## config.mk

```make
export PLATFORM = sky130hd
export DESIGN_NAME = vector_l2_normalize
export DESIGN_NICKNAME = d
export VERILOG_FILES = /design/src/hw/rtl/vl2n_pkg.sv /design/src/hw/rtl/vl2n_ram.sv /design/src/hw/rtl/vector_l2_normalize.sv
export SDC_FILE = /design/constraint.sdc
export NUM_CORES = 2
export LEC_CHECK = 0
export BUFFER_PORTS_ARGS = -buffer_cell sky130_fd_sc_hd__buf_4
export CAP_MARGIN = 5
export CORE_UTILIZATION = 49
export CTS_BUF_LIST = sky130_fd_sc_hd__clkbuf_2 sky130_fd_sc_hd__clkbuf_4 sky130_fd_sc_hd__clkbuf_8
export CTS_CLUSTER_SIZE = 12
export DETAILED_ROUTE_END_ITERATION = 8
export GPL_ROUTABILITY_DRIVEN = 0
export SYNTH_ARGS = -nofsm -noshare
export SYNTH_HDL_FRONTEND = slang
export SYNTH_SLANG_ARGS = --single-unit
export TNS_END_PERCENT = 10
```

## constraint.sdc

```tcl
create_clock -name clk -period 7.98 [get_ports clk]
set_input_delay 0.798 -clock clk [delete_from_list [all_inputs] [get_ports clk]]
set_output_delay 0.798 -clock clk [all_outputs]
set_load 0.01 [all_outputs]
```

## src/hw/rtl/vl2n_pkg.sv

```systemverilog
// Shared widths, register indexes and store sizing for the L2 vector normalizer.
// No dependencies; imported by vector_l2_normalize.
`default_nettype none

package vl2n_pkg;

    localparam int COMP_W      = 24;   // Q8.16 component
    localparam int UNIT_W      = 18;   // Q1.16 unit component
    localparam int MAG_W       = 27;   // Q.16 magnitude
    localparam int LEN_W       = 7;
    localparam int MINMAG_W    = 16;
    localparam int FRAC_W      = 16;
    localparam int QUOT_W      = FRAC_W + 1;
    localparam int STORE_DEPTH = 64;
    localparam int ADDR_W      = $clog2(STORE_DEPTH);
    localparam int SQ_W        = 2 * COMP_W;
    localparam int SUM_W       = 2 * MAG_W;       // even width for the root digit pairs
    localparam int REM_W       = MAG_W + FRAC_W;  // shared subtractor width

    localparam int CFG_INDEX_W = 8;
    localparam int CFG_DATA_W  = 16;

    localparam logic [CFG_INDEX_W-1:0] REG_VECTOR_LENGTH = 8'd0;
    localparam logic [CFG_INDEX_W-1:0] REG_MIN_MAGNITUDE = 8'd1;

    localparam logic [LEN_W-1:0]    VECTOR_LENGTH_RESET = 7'd16;
    localparam logic [MINMAG_W-1:0] MIN_MAGNITUDE_RESET = 16'd1;

    localparam logic [QUOT_W-1:0] UNIT_ONE = 17'd65536;

endpackage

`default_nettype wire

```

## src/hw/rtl/vl2n_ram.sv

```systemverilog
// Generic single-write, single-read RAM with registered read data.
// No dependencies.
`default_nettype none

module vl2n_ram #(
    parameter int WIDTH = 24,
    parameter int DEPTH = 64
) (
    input  wire logic                     clk,
    input  wire logic                     we,
    input  wire logic [$clog2(DEPTH)-1:0] waddr,
    input  wire logic [WIDTH-1:0]         wdata,
    input  wire logic [$clog2(DEPTH)-1:0] raddr,
    output logic      [WIDTH-1:0]         rdata
);

    logic [WIDTH-1:0] mem [DEPTH];

    always_ff @(posedge clk)
    begin
        if (we)
        begin
            mem[waddr] <= wdata;
        end
        rdata <= mem[raddr];
    end

endmodule

`default_nettype wire

```

## src/hw/rtl/vector_l2_normalize.sv

```systemverilog
// L2 normalizer top level: component store, sum of squares, shared compare/subtract unit.
// Depends on vl2n_pkg and vl2n_ram.
`default_nettype none

// Usage:
//   Input: present a Q8.16 component on component_in and raise start; the word is
//   taken at a rising edge with start high and busy low. Each word is stored and its
//   square added to a running sum. A word that does not complete the vector keeps
//   busy high through the square and accumulate states before the next is taken.
//   With the word that completes the vector (vector_length words, 0 acts as 1,
//   above 64 acts as 64) the block runs a bit-pair square root, then emits one
//   result per stored component: a store read, an operand load, 17 restoring
//   divide steps and the output cycle. One shared 43-bit compare/subtract unit
//   serves both the root and the divides.
//   Output: result_valid is high for exactly one cycle per result; unit_component,
//   vector_magnitude and is_last are valid in that cycle. The receiver cannot stall.
//   Config: cfg_valid/cfg_ready with cfg_index and cfg_data; cfg_ready is high only
//   while idle and start is low. Writing vector_length drops a partial vector.
//   Reset: asynchronous, active low; registers return to 16 and 1, the fill count
//   and sum clear. The store needs no clearing pass.
module vector_l2_normalize (
    input  wire logic                                clk,
    input  wire logic                                rst_n,
    input  wire logic                                start,
    output logic                                     busy,
    input  wire logic signed [vl2n_pkg::COMP_W-1:0]  component_in,
    output logic                                     result_valid,
    output logic signed [vl2n_pkg::UNIT_W-1:0]       unit_component,
    output logic        [vl2n_pkg::MAG_W-1:0]        vector_magnitude,
    output logic                                     is_last,
    input  wire logic                                cfg_valid,
    output logic                                     cfg_ready,
    input  wire logic   [vl2n_pkg::CFG_INDEX_W-1:0]  cfg_index,
    input  wire logic   [vl2n_pkg::CFG_DATA_W-1:0]   cfg_data
);

    import vl2n_pkg::*;

    localparam logic [2:0] ST_IDLE   = 3'd0;
    localparam logic [2:0] ST_SQUARE = 3'd1;
    localparam logic [2:0] ST_ACCUM  = 3'd2;
    localparam logic [2:0] ST_SQRT   = 3'd3;
    localparam logic [2:0] ST_READ   = 3'd4;
    localparam logic [2:0] ST_LOAD   = 3'd5;
    localparam logic [2:0] ST_DIV    = 3'd6;
    localparam logic [2:0] ST_EMIT   = 3'd7;

    localparam logic [4:0] SQRT_STEPS_M1 = 5'(MAG_W - 1);
    localparam logic [4:0] DIV_STEPS_M1  = 5'(QUOT_W - 1);
    localparam logic [LEN_W-1:0] DEPTH_LEN = LEN_W'(STORE_DEPTH);

    logic [2:0]              state_reg, state_next;
    logic [LEN_W-1:0]        vlen_reg, vlen_next;
    logic [MINMAG_W-1:0]     minmag_reg, minmag_next;
    logic [LEN_W-1:0]        fill_reg, fill_next;
    logic [LEN_W-1:0]        count_reg, count_next;
    logic [ADDR_W-1:0]       idx_reg, idx_next;
    logic [4:0]              step_reg, step_next;
    logic [COMP_W-1:0]       abs_reg, abs_next;
    logic [SQ_W-1:0]         sq_reg, sq_next;
    logic [SUM_W-1:0]        sum_reg, sum_next;
    logic [SUM_W-1:0]        x_reg, x_next;
    logic [REM_W-1:0]        rem_reg, rem_next;
    logic [REM_W-1:0]        dsr_reg, dsr_next;
    logic [MAG_W-1:0]        mag_reg, mag_next;
    logic [QUOT_W-1:0]       q_reg, q_next;
    logic                    sign_reg, sign_next;

    logic                    accept;
    logic                    cfg_write;
    logic [LEN_W-1:0]        len_eff;
    logic [COMP_W-1:0]       rd_data;
    logic [COMP_W-1:0]       rd_abs;
    logic [REM_W-1:0]        sub_a;
    logic [REM_W-1:0]        sub_b;
    logic [REM_W:0]          diff;
    logic                    ge;
    logic [REM_W-1:0]        root_rem;
    logic [SUM_W-1:0]        sum_add;
    logic [QUOT_W-1:0]       q_sat;
    logic                    zero_out;

    assign busy      = (state_reg != ST_IDLE);
    assign accept    = start && !busy;
    assign cfg_ready = !busy && !start;
    assign cfg_write = cfg_valid && cfg_ready;

    always_comb
    begin
        priority if (vlen_reg == '0)
            len_eff = LEN_W'(1);
        else if (vlen_reg > DEPTH_LEN)
            len_eff = DEPTH_LEN;
        else
            len_eff = vlen_reg;
    end

    vl2n_ram #(
        .WIDTH (COMP_W),
        .DEPTH (STORE_DEPTH)
    ) u_store (
        .clk   (clk),
        .we    (accept),
        .waddr (fill_reg[ADDR_W-1:0]),
        .wdata (component_in),
        .raddr (idx_reg),
        .rdata (rd_data)
    );

    assign rd_abs  = rd_data[COMP_W-1] ? (~rd_data + COMP_W'(1)) : rd_data;
    assign sum_add = sum_reg + SUM_W'(sq_reg);

    // Shared compare/subtract: root trial in SQRT, shifted divisor otherwise.
    assign root_rem = {rem_reg[REM_W-3:0], x_reg[SUM_W-1 -: 2]};
    always_comb
    begin
        if (state_reg == ST_SQRT)
        begin
            sub_a = root_rem;
            sub_b = REM_W'({mag_reg, 2'b01});
        end
        else
        begin
            sub_a = rem_reg;
            sub_b = dsr_reg;
        end
    end
    assign diff = {1'b0, sub_a} - {1'b0, sub_b};
    assign ge   = !diff[REM_W];

    always_comb
    begin
        state_next  = state_reg;
        vlen_next   = vlen_reg;
        minmag_next = minmag_reg;
        fill_next   = fill_reg;
        count_next  = count_reg;
        idx_next    = idx_reg;
        step_next   = step_reg;
        abs_next    = abs_reg;
        sq_next     = sq_reg;
        sum_next    = sum_reg;
        x_next      = x_reg;
        rem_next    = rem_reg;
        dsr_next    = dsr_reg;
        mag_next    = mag_reg;
        q_next      = q_reg;
        sign_next   = sign_reg;

        if (cfg_write)
        begin
            if (cfg_index == REG_VECTOR_LENGTH)
            begin
                vlen_next = cfg_data[LEN_W-1:0];
                fill_next = '0;
                sum_next  = '0;
            end
            else if (cfg_index == REG_MIN_MAGNITUDE)
            begin
                minmag_next = cfg_data[MINMAG_W-1:0];
            end
        end

        unique case (state_reg)
            ST_IDLE:
            begin
                if (accept)
                begin
                    abs_next   = component_in[COMP_W-1] ?
                                 (~component_in + COMP_W'(1)) : component_in;
                    fill_next  = fill_reg + LEN_W'(1);
                    state_next = ST_SQUARE;
                end
            end
            ST_SQUARE:
            begin
                sq_next    = abs_reg * abs_reg;
                state_next = ST_ACCUM;
            end
            ST_ACCUM:
            begin
                if (fill_reg >= len_eff)
                begin
                    // vector complete: hand the sum to the root and clear for the next one
                    x_next     = sum_add;
                    sum_next   = '0;
                    count_next = fill_reg;
                    fill_next  = '0;
                    rem_next   = '0;
                    mag_next   = '0;
                    step_next  = SQRT_STEPS_M1;
                    state_next = ST_SQRT;
                end
                else
                begin
                    sum_next   = sum_add;
                    state_next = ST_IDLE;
                end
            end
            ST_SQRT:
            begin
                rem_next = ge ? diff[REM_W-1:0] : root_rem;
                mag_next = {mag_reg[MAG_W-2:0], ge};
                x_next   = {x_reg[SUM_W-3:0], 2'b00};
                if (step_reg == '0)
                begin
                    idx_next   = '0;
                    state_next = ST_READ;
                end
                else
                begin
                    step_next = step_reg - 5'd1;
                end
            end
            ST_READ:
            begin
                state_next = ST_LOAD;
            end
            ST_LOAD:
            begin
                rem_next   = REM_W'({rd_abs, {FRAC_W{1'b0}}});
                dsr_next   = REM_W'({mag_reg, {FRAC_W{1'b0}}});
                sign_next  = rd_data[COMP_W-1];
                q_next     = '0;
                step_next  = DIV_STEPS_M1;
                state_next = ST_DIV;
            end
            ST_DIV:
            begin
                rem_next = ge ? diff[REM_W-1:0] : rem_reg;
                q_next   = {q_reg[QUOT_W-2:0], ge};
                dsr_next = {1'b0, dsr_reg[REM_W-1:1]};
                if (step_reg == '0)
                begin
                    state_next = ST_EMIT;
                end
                else
                begin
                    step_next = step_reg - 5'd1;
                end
            end
            ST_EMIT:
            begin
                if (is_last)
                begin
                    state_next = ST_IDLE;
                end
                else
                begin
                    idx_next   = idx_reg + ADDR_W'(1);
                    state_next = ST_READ;
                end
            end
            default:
            begin
                state_next = ST_IDLE;
            end
        endcase
    end

    always_ff @(posedge clk or negedge rst_n)
    begin
        if (!rst_n)
        begin
            state_reg  <= ST_IDLE;
            vlen_reg   <= VECTOR_LENGTH_RESET;
            minmag_reg <= MIN_MAGNITUDE_RESET;
            fill_reg   <= '0;
            sum_reg    <= '0;
            count_reg  <= '0;
            idx_reg    <= '0;
            step_reg   <= '0;
        end
        else
        begin
            state_reg  <= state_next;
            vlen_reg   <= vlen_next;
            minmag_reg <= minmag_next;
            fill_reg   <= fill_next;
            sum_reg    <= sum_next;
            count_reg  <= count_next;
            idx_reg    <= idx_next;
            step_reg   <= step_next;
        end
    end

    always_ff @(posedge clk)
    begin
        abs_reg  <= abs_next;
        sq_reg   <= sq_next;
        x_reg    <= x_next;
        rem_reg  <= rem_next;
        dsr_reg  <= dsr_next;
        mag_reg  <= mag_next;
        q_reg    <= q_next;
        sign_reg <= sign_next;
    end

    // Saturate at 1.0, apply the sign, zero the unit component for tiny magnitudes.
    assign q_sat    = (q_reg > UNIT_ONE) ? UNIT_ONE : q_reg;
    assign zero_out = (mag_reg == '0) || (mag_reg < MAG_W'(minmag_reg));

    always_comb
    begin
        if (zero_out)
            unit_component = '0;
        else if (sign_reg)
            unit_component = -$signed({1'b0, q_sat});
        else
            unit_component = $signed({1'b0, q_sat});
    end

    assign result_valid     = (state_reg == ST_EMIT);
    assign vector_magnitude = mag_reg;
    assign is_last          = ((LEN_W'(idx_reg) + LEN_W'(1)) == count_reg);

    a_result_while_busy: assert property (@(posedge clk) disable iff (!rst_n)
        result_valid |-> busy)
        else $error("result strobe outside a busy period");

    a_accept_goes_busy: assert property (@(posedge clk) disable iff (!rst_n)
        (start && !busy) |=> busy)
        else $error("accepted word did not start work");

    a_unit_range: assert property (@(posedge clk) disable iff (!rst_n)
        result_valid |-> ((unit_component <= 18'sd65536) && (unit_component >= -18'sd65536)))
        else $error("unit component beyond one");

    a_last_ends_burst: assert property (@(posedge clk) disable iff (!rst_n)
        (result_valid && is_last) |=> !busy)
        else $error("block still busy after last result");

    a_zero_mag_zero_unit: assert property (@(posedge clk) disable iff (!rst_n)
        (result_valid && (vector_magnitude == '0)) |-> (unit_component == '0))
        else $error("nonzero unit component with zero magnitude");

endmodule

`default_nettype wire
```

After elaboration in Yosys (flattened, before gate mapping)
Memories as Yosys holds them, arrays and structs flattened. A register that Yosys moved wholly into a read port is not among the register bits.
Index checks and enable logic that the tools add are counted.
{"block": "op_classes", "add_sub_neg": 9, "reduce_logical": 31, "n_div": 0, "n_mul": 1, "bitwise": 3, "n_lt_le_gt_ge": 4, "eq_ne": 16, "shift": 0, "mux": 42}
{"cell": "2-to-1 mux 54 bit", "n": 5}
{"cell": "2-to-1 mux 43 bit", "n": 5}
{"cell": "case mux 43 bit (4 select lines)", "n": 1}
{"cell": "case mux 54 bit (2 select lines)", "n": 1}
{"cell": "case mux 43 bit (2 select lines)", "n": 1}
{"cell": "adder 54 x 48 -> 54 bit", "n": 1}
{"cell": "case mux 27 bit (2 select lines)", "n": 1}
{"cell": "multiplier 24 x 24 -> 48 bit", "n": 1}
{"cell": "NOT 24 bit", "n": 2}
{"cell": "subtractor 43 x 43 -> 44 bit", "n": 1}
{"cell": "2-to-1 mux 7 bit", "n": 6}
{"cell": "2-to-1 mux 18 bit", "n": 2}
{"cell": "case mux 17 bit (2 select lines)", "n": 1}
{"cell": "zero test 27 bit", "n": 1}
{"cell": "< comparator 27 x 16 -> 1 bit", "n": 1}
{"cell": "2-to-1 mux 27 bit", "n": 1}
{"cell": "adder 24 x 1 -> 24 bit, second input constant", "n": 1}
{"cell": "adder 24 x 2 -> 24 bit, second input constant", "n": 1}
{"cell": "2-to-1 mux 24 bit", "n": 1}
{"cell": "case mux 3 bit (8 select lines)", "n": 1}
{"cell": "2-to-1 mux 23 bit", "n": 1}
{"cell": "negator 17 -> 18 bit", "n": 1}
{"cell": "> comparator 17 bit, second input constant", "n": 1}
{"cell": "2-to-1 mux 17 bit", "n": 1}
{"cell": "other kinds (35)", "n": 67}
{"block": "word_totals", "output_inout_bits": 49, "in_bits": 52, "mem_bits_rw": 1536, "latchBits": 0, "romBits": 0, "memories": 1, "word_cells": 124, "register_bits": 362}
{"memory": "u_store.mem", "words": 64, "width": 24, "read_ports": 1, "rd_ports_with_merged_regs": 1, "write_ports": 1, "line_no": "vl2n_ram.sv:17", "rtl": "logic [WIDTH-1:0] mem [DEPTH];"}

Longest topological paths before layout
{"block": "logic_depth", "word_depth": 7, "mapped_depth": 28, "depth_no_buf": 27}

By module
A second synthesis with hierarchy kept.
{"block": "unflattened", "hier_cells": 6730, "hier_area_um2": 98035.3}
{"module": "vl2n_ram", "cells_each": 2610, "n_inst": 1, "seq_area_each_um2": 46604.7, "area_each_um2": 59295.6}
{"module": "vector_l2_normalize", "cells_each": 4120, "n_inst": 1, "seq_area_each_um2": 10317.4, "area_each_um2": 38739.7}

Worst setup path before layout
OpenSTA, ideal clock, no wires.
{"block": "synth_timing", "path_kind": "register -> register", "startpoint": "register abs_reg[14]", "endpoint": "register sq_reg[47] (data pin)", "synth_period_minus_slack_ns": 7.156, "n_path_buf": 1, "stages_incl_launch_ff": 28, "setup_slack_ns": 0.824, "arrival_time_ns": 6.894, "setup_time_ns": 0.261, "required_ns": 7.719, "cell_sequence": "edfxtp_1 clkbuf_1 nand2_1 fa_1 inv_1 fa_1 inv_1 fa_1 inv_1 fa_1 inv_1 fa_1 inv_1 fa_1 inv_1 fa_1 inv_1 ha_1 nand2_1 nor3_1 a21boi_1 o211ai_1 a32oi_1 a41oi_1 o41ai_2 and2_1 a41oi_1 xnor2_1"}
{"block": "synth_between", "elab_chain_len": 1}
{"item": "start, declared", "line_no": "vector_l2_normalize.sv:59", "rtl": "logic [COMP_W-1:0] abs_reg, abs_next;"}
{"item": "start signal, assigned", "line_no": "vector_l2_normalize.sv:289", "rtl": "abs_reg <= abs_next;"}
{"item": "multiplier 24 x 24 -> 48 bit", "line_no": "vector_l2_normalize.sv:177", "rtl": "sq_next = abs_reg * abs_reg;"}
{"item": "end signal, assigned", "line_no": "vector_l2_normalize.sv:290", "rtl": "sq_reg <= sq_next;"}
{"item": "end, declared", "line_no": "vector_l2_normalize.sv:60", "rtl": "logic [SQ_W-1:0] sq_reg, sq_next;"}
No other way between the ends.
A chain may end at the register's enable or synchronous reset.

Final worst setup path
{"block": "layout_timing", "startpoint": "register abs_reg[2]", "endpoint": "register sq_reg[46] (data pin)"}
Same word-level chain as after synthesis.

==> out/qor.csv <==
metric,value,unit
synth_top_family_by_area,adder cells,
worst_setup_path_start_kind,flip-flop,
area_growth,11.3,%
synthFlopType,edfxtp_1,
synthAdderAreaFrac,12.4,%
synth_compound_area_share,7.76,%
cts_tree,built,
syn-cell-area,0.0979,mm²
drt_iter0_markers,5710,
cts_buffers,333,
maxCapViolations,0,
pre_cts_ws,0.149,ns
path_buf_inv,6,
postSynthAreaPerCell,13.8,µm²
fp.coreArea,0.198,mm²
critPathCaptureType,flip-flop,
ys_ff_latch,1921,
vias,59700,
largest_reg_flops,1536,
grt_pass1_vias,60900,
synth.net_count,7861,
synthCells,7092,
top_layer,met5,
rsz0062_at_grt,true,
setup_ws,0.355,ns
routed-wl-met2,124,mm
clk_root_buffer_cell,clkbuf_8,
rows,163,
nets,8159,
drive_gt1_share,16.3,%
async_reset_ff_share,5.47,%
grt_pass1_wl,391,mm
synth_cell_types,93,
grt.total_usage,26.0,%
final_cell_count_no_fill,10300,
drt-wirelength-per-cell,25.5,µm
synth_xor_area_share,1.78,%
hold_path_class,input pin to flip-flop,
fin_crit,7.62,ns
synth.yosys.seq_area_share,58.2,%
slowest_delay,0.57,ns
cp.required,8.75,ns
routedLengthMet1,112,mm
path_max_fanout,6,
die_area,0.202,mm²
pin_count,101,
route.met3.wl,18.5,mm
antenna_found_initial,19,
worstSetupPathType,flip-flop to flip-flop,
yosys_warnings,0,
slew_headroom,17.7,%
cts_sinks,1921,
finalCritPeriodShare,95.5,%
firstDrtPassIters,6,
worstMarginPinSlew,1.23,ns
hold_viol,0,
synth-edff-count,1792,
crit_slowest_cell,fa_1,
viasPerCell,5.81,
setup_violations,0,
initial_utilization,49.5,%
slew_violations,0,
portBuffers,100,
yosys.area_share.simple,6.62,%
drc_errors,0,
worstPathArrival,8.39,ns
grt_overflow,0,
dp_hpwl,163,mm
ant_nets,0,
grt_max_degree,117,
fmax,0.131,GHz
insertion_delay,1.05,ns
cp_common_cell,fa_1,
skew,0.0905,ns
clk_pin_slew_worst_paths,0.06,ns
h-tree-depth,5,
crit_family,adder cells,
fp.dieW,449,µm
clockBufferDepth,4,
routed_wl,262,mm
synthMuxAreaShare,9.39,%
outcome,completed,
chipHeight,449,µm
dp.cells,9658,
synth_stat cells (all sizes together) (13+ instances only):
cell type / count / area share, %
a22oi: 24 / 0.18
edfxtp: 1792 / 55
buf: 84 / 0.38
mux4: 216 / 5.0
nor4: 18 / 0.12
o41ai: 13 / 0.12
and2: 181 / 1.2
o31ai: 27 / 0.22
a21oi: 384 / 2.0
nand3: 50 / 0.26
o22ai: 98 / 0.63
nand2b: 29 / 0.19
o221ai: 99 / 0.89
nand2: 774 / 3.0
nor2b: 23 / 0.15
dfxtp: 24 / 0.49
or3: 14 / 0.10
or4: 16 / 0.13
o211ai: 13 / 0.10
nand4: 35 / 0.22
a22o: 44 / 0.39
dfrtp: 103 / 2.6
and3: 18 / 0.12
o21ai: 277 / 1.4
o21bai: 26 / 0.20
a211oi: 15 / 0.12
fa: 423 / 8.7
a21o: 88 / 0.67
inv: 660 / 2.5
xnor2: 120 / 1.1
o21a: 19 / 0.15
xor2: 79 / 0.71
mux2: 122 / 1.4
a31oi: 20 / 0.13
nor2: 203 / 0.78
mux2i: 295 / 3.0
clkbuf: 249 / 0.98
ha: 294 / 3.8
nor3: 32 / 0.16
area by class of cell:
type / count / area, µm²
repair buffers: 296 / 2420
diodes: 17 / 42.5
multi-input cells: 4178 / 37500
flip-flops and latches: 1921 / 56900
well taps: 2640 / 3300
fillers: 16100 / 88800
clock buffers: 463 / 5730
clock inverters: 85 / 543
inverters: 660 / 2480
cells by family after synthesis:
| family | after synthesis |
|---|---|
| AOI/OAI and AO/OA | 1206 |
| adders and majority gates | 717 |
| xor gates and xnor gates | 199 |
| muxes | 633 |
| buffers and inverters | 993 |
| and+or+nand+nor | 1423 |
| DFF | 1921 |
worst register-to-register path, delay by kind of cell, from the launching register on:
family / cells / cell delay (ns)
AO/OA/AOI/OAI: 9 / 2.25
XOR/XNOR: 1 / 0.14
adder cells (fa/ha/maj): 8 / 3.84
buffers and inverters: 6 / 0.54
flip-flops: 1 / 0.37
AND/OR/NAND/NOR: 1 / 0.21
per-layer routing:
layer / GRT usage [%] / vias to the layer above
met1: 36.1 / 30500
met3: 4.42 / 462
met4: 8.35 / 12
li1: - / 26500
met2: 41.9 / 2119
met5: 0 / -
cell usage in the layout, fill, tap and decap left out, types with 88 or more instances in the layout:
| master | netlist | layout |
|---|---|---|
| a21o_1 | 88 | 88 |
| a21oi_1 | 383 | 381 |
| and2_1 | 178 | 177 |
| buf_4 | 0 | 265 |
| clkbuf_4 | 0 | 102 |
| clkbuf_8 | 2 | 361 |
| dfrtp_1 | 103 | 98 |
| edfxtp_1 | 1792 | 1792 |
| fa_1 | 423 | 423 |
| ha_1 | 294 | 294 |
| inv_1 | 660 | 660 |
| mux2_2 | 122 | 122 |
| mux2i_1 | 295 | 295 |
| mux4_2 | 216 | 216 |
| nand2_1 | 773 | 770 |
| nor2_1 | 201 | 137 |
| o21ai_0 | 271 | 270 |
| o221ai_1 | 99 | 99 |
| o22ai_1 | 98 | 98 |
| xnor2_1 | 120 | 120 |
path summary, 6_finish.rpt:
path                             startpoint            endpoint  slack (ns)  cells after the start
max in group asynchronous             rst_n          idx_reg[1]        6.29                      3
min reg2reg                     vlen_reg[4]         vlen_reg[4]        0.48                      2
min                        component_in[20]  u_store.mem[0][20]        0.14                      1
max reg2reg                      abs_reg[2]          sq_reg[46]        0.36                     25
min in group asynchronous             rst_n       minmag_reg[6]        0.45                      2
max                              abs_reg[2]          sq_reg[46]        0.36                     25
through the flow:
stage	hold WS (ns)	utilization, %	cell area (µm²)	setup TNS, ns
finish	0.135	55.1	109000	0
global route	0.0643	55.1	109000	-0.0281
CTS	0.0396	55.0	109000	0
detailed placement	0.472	51.7	102000	0
global placement	0.466	51.7	102000	0
floorplan	0.446	-	97900	0
timing repair:
item | in CTS | in global routing
hold endpoints to repair | 77 | 0
gates resized for setup | 0 | 4
buffers inserted | 0 | 20
hold buffers | 17 | 0
setup endpoints to repair | 0 | 3
Power is not shown: default switching activity piles up to over one toggle a cycle in this logic, so the estimate is an artifact.
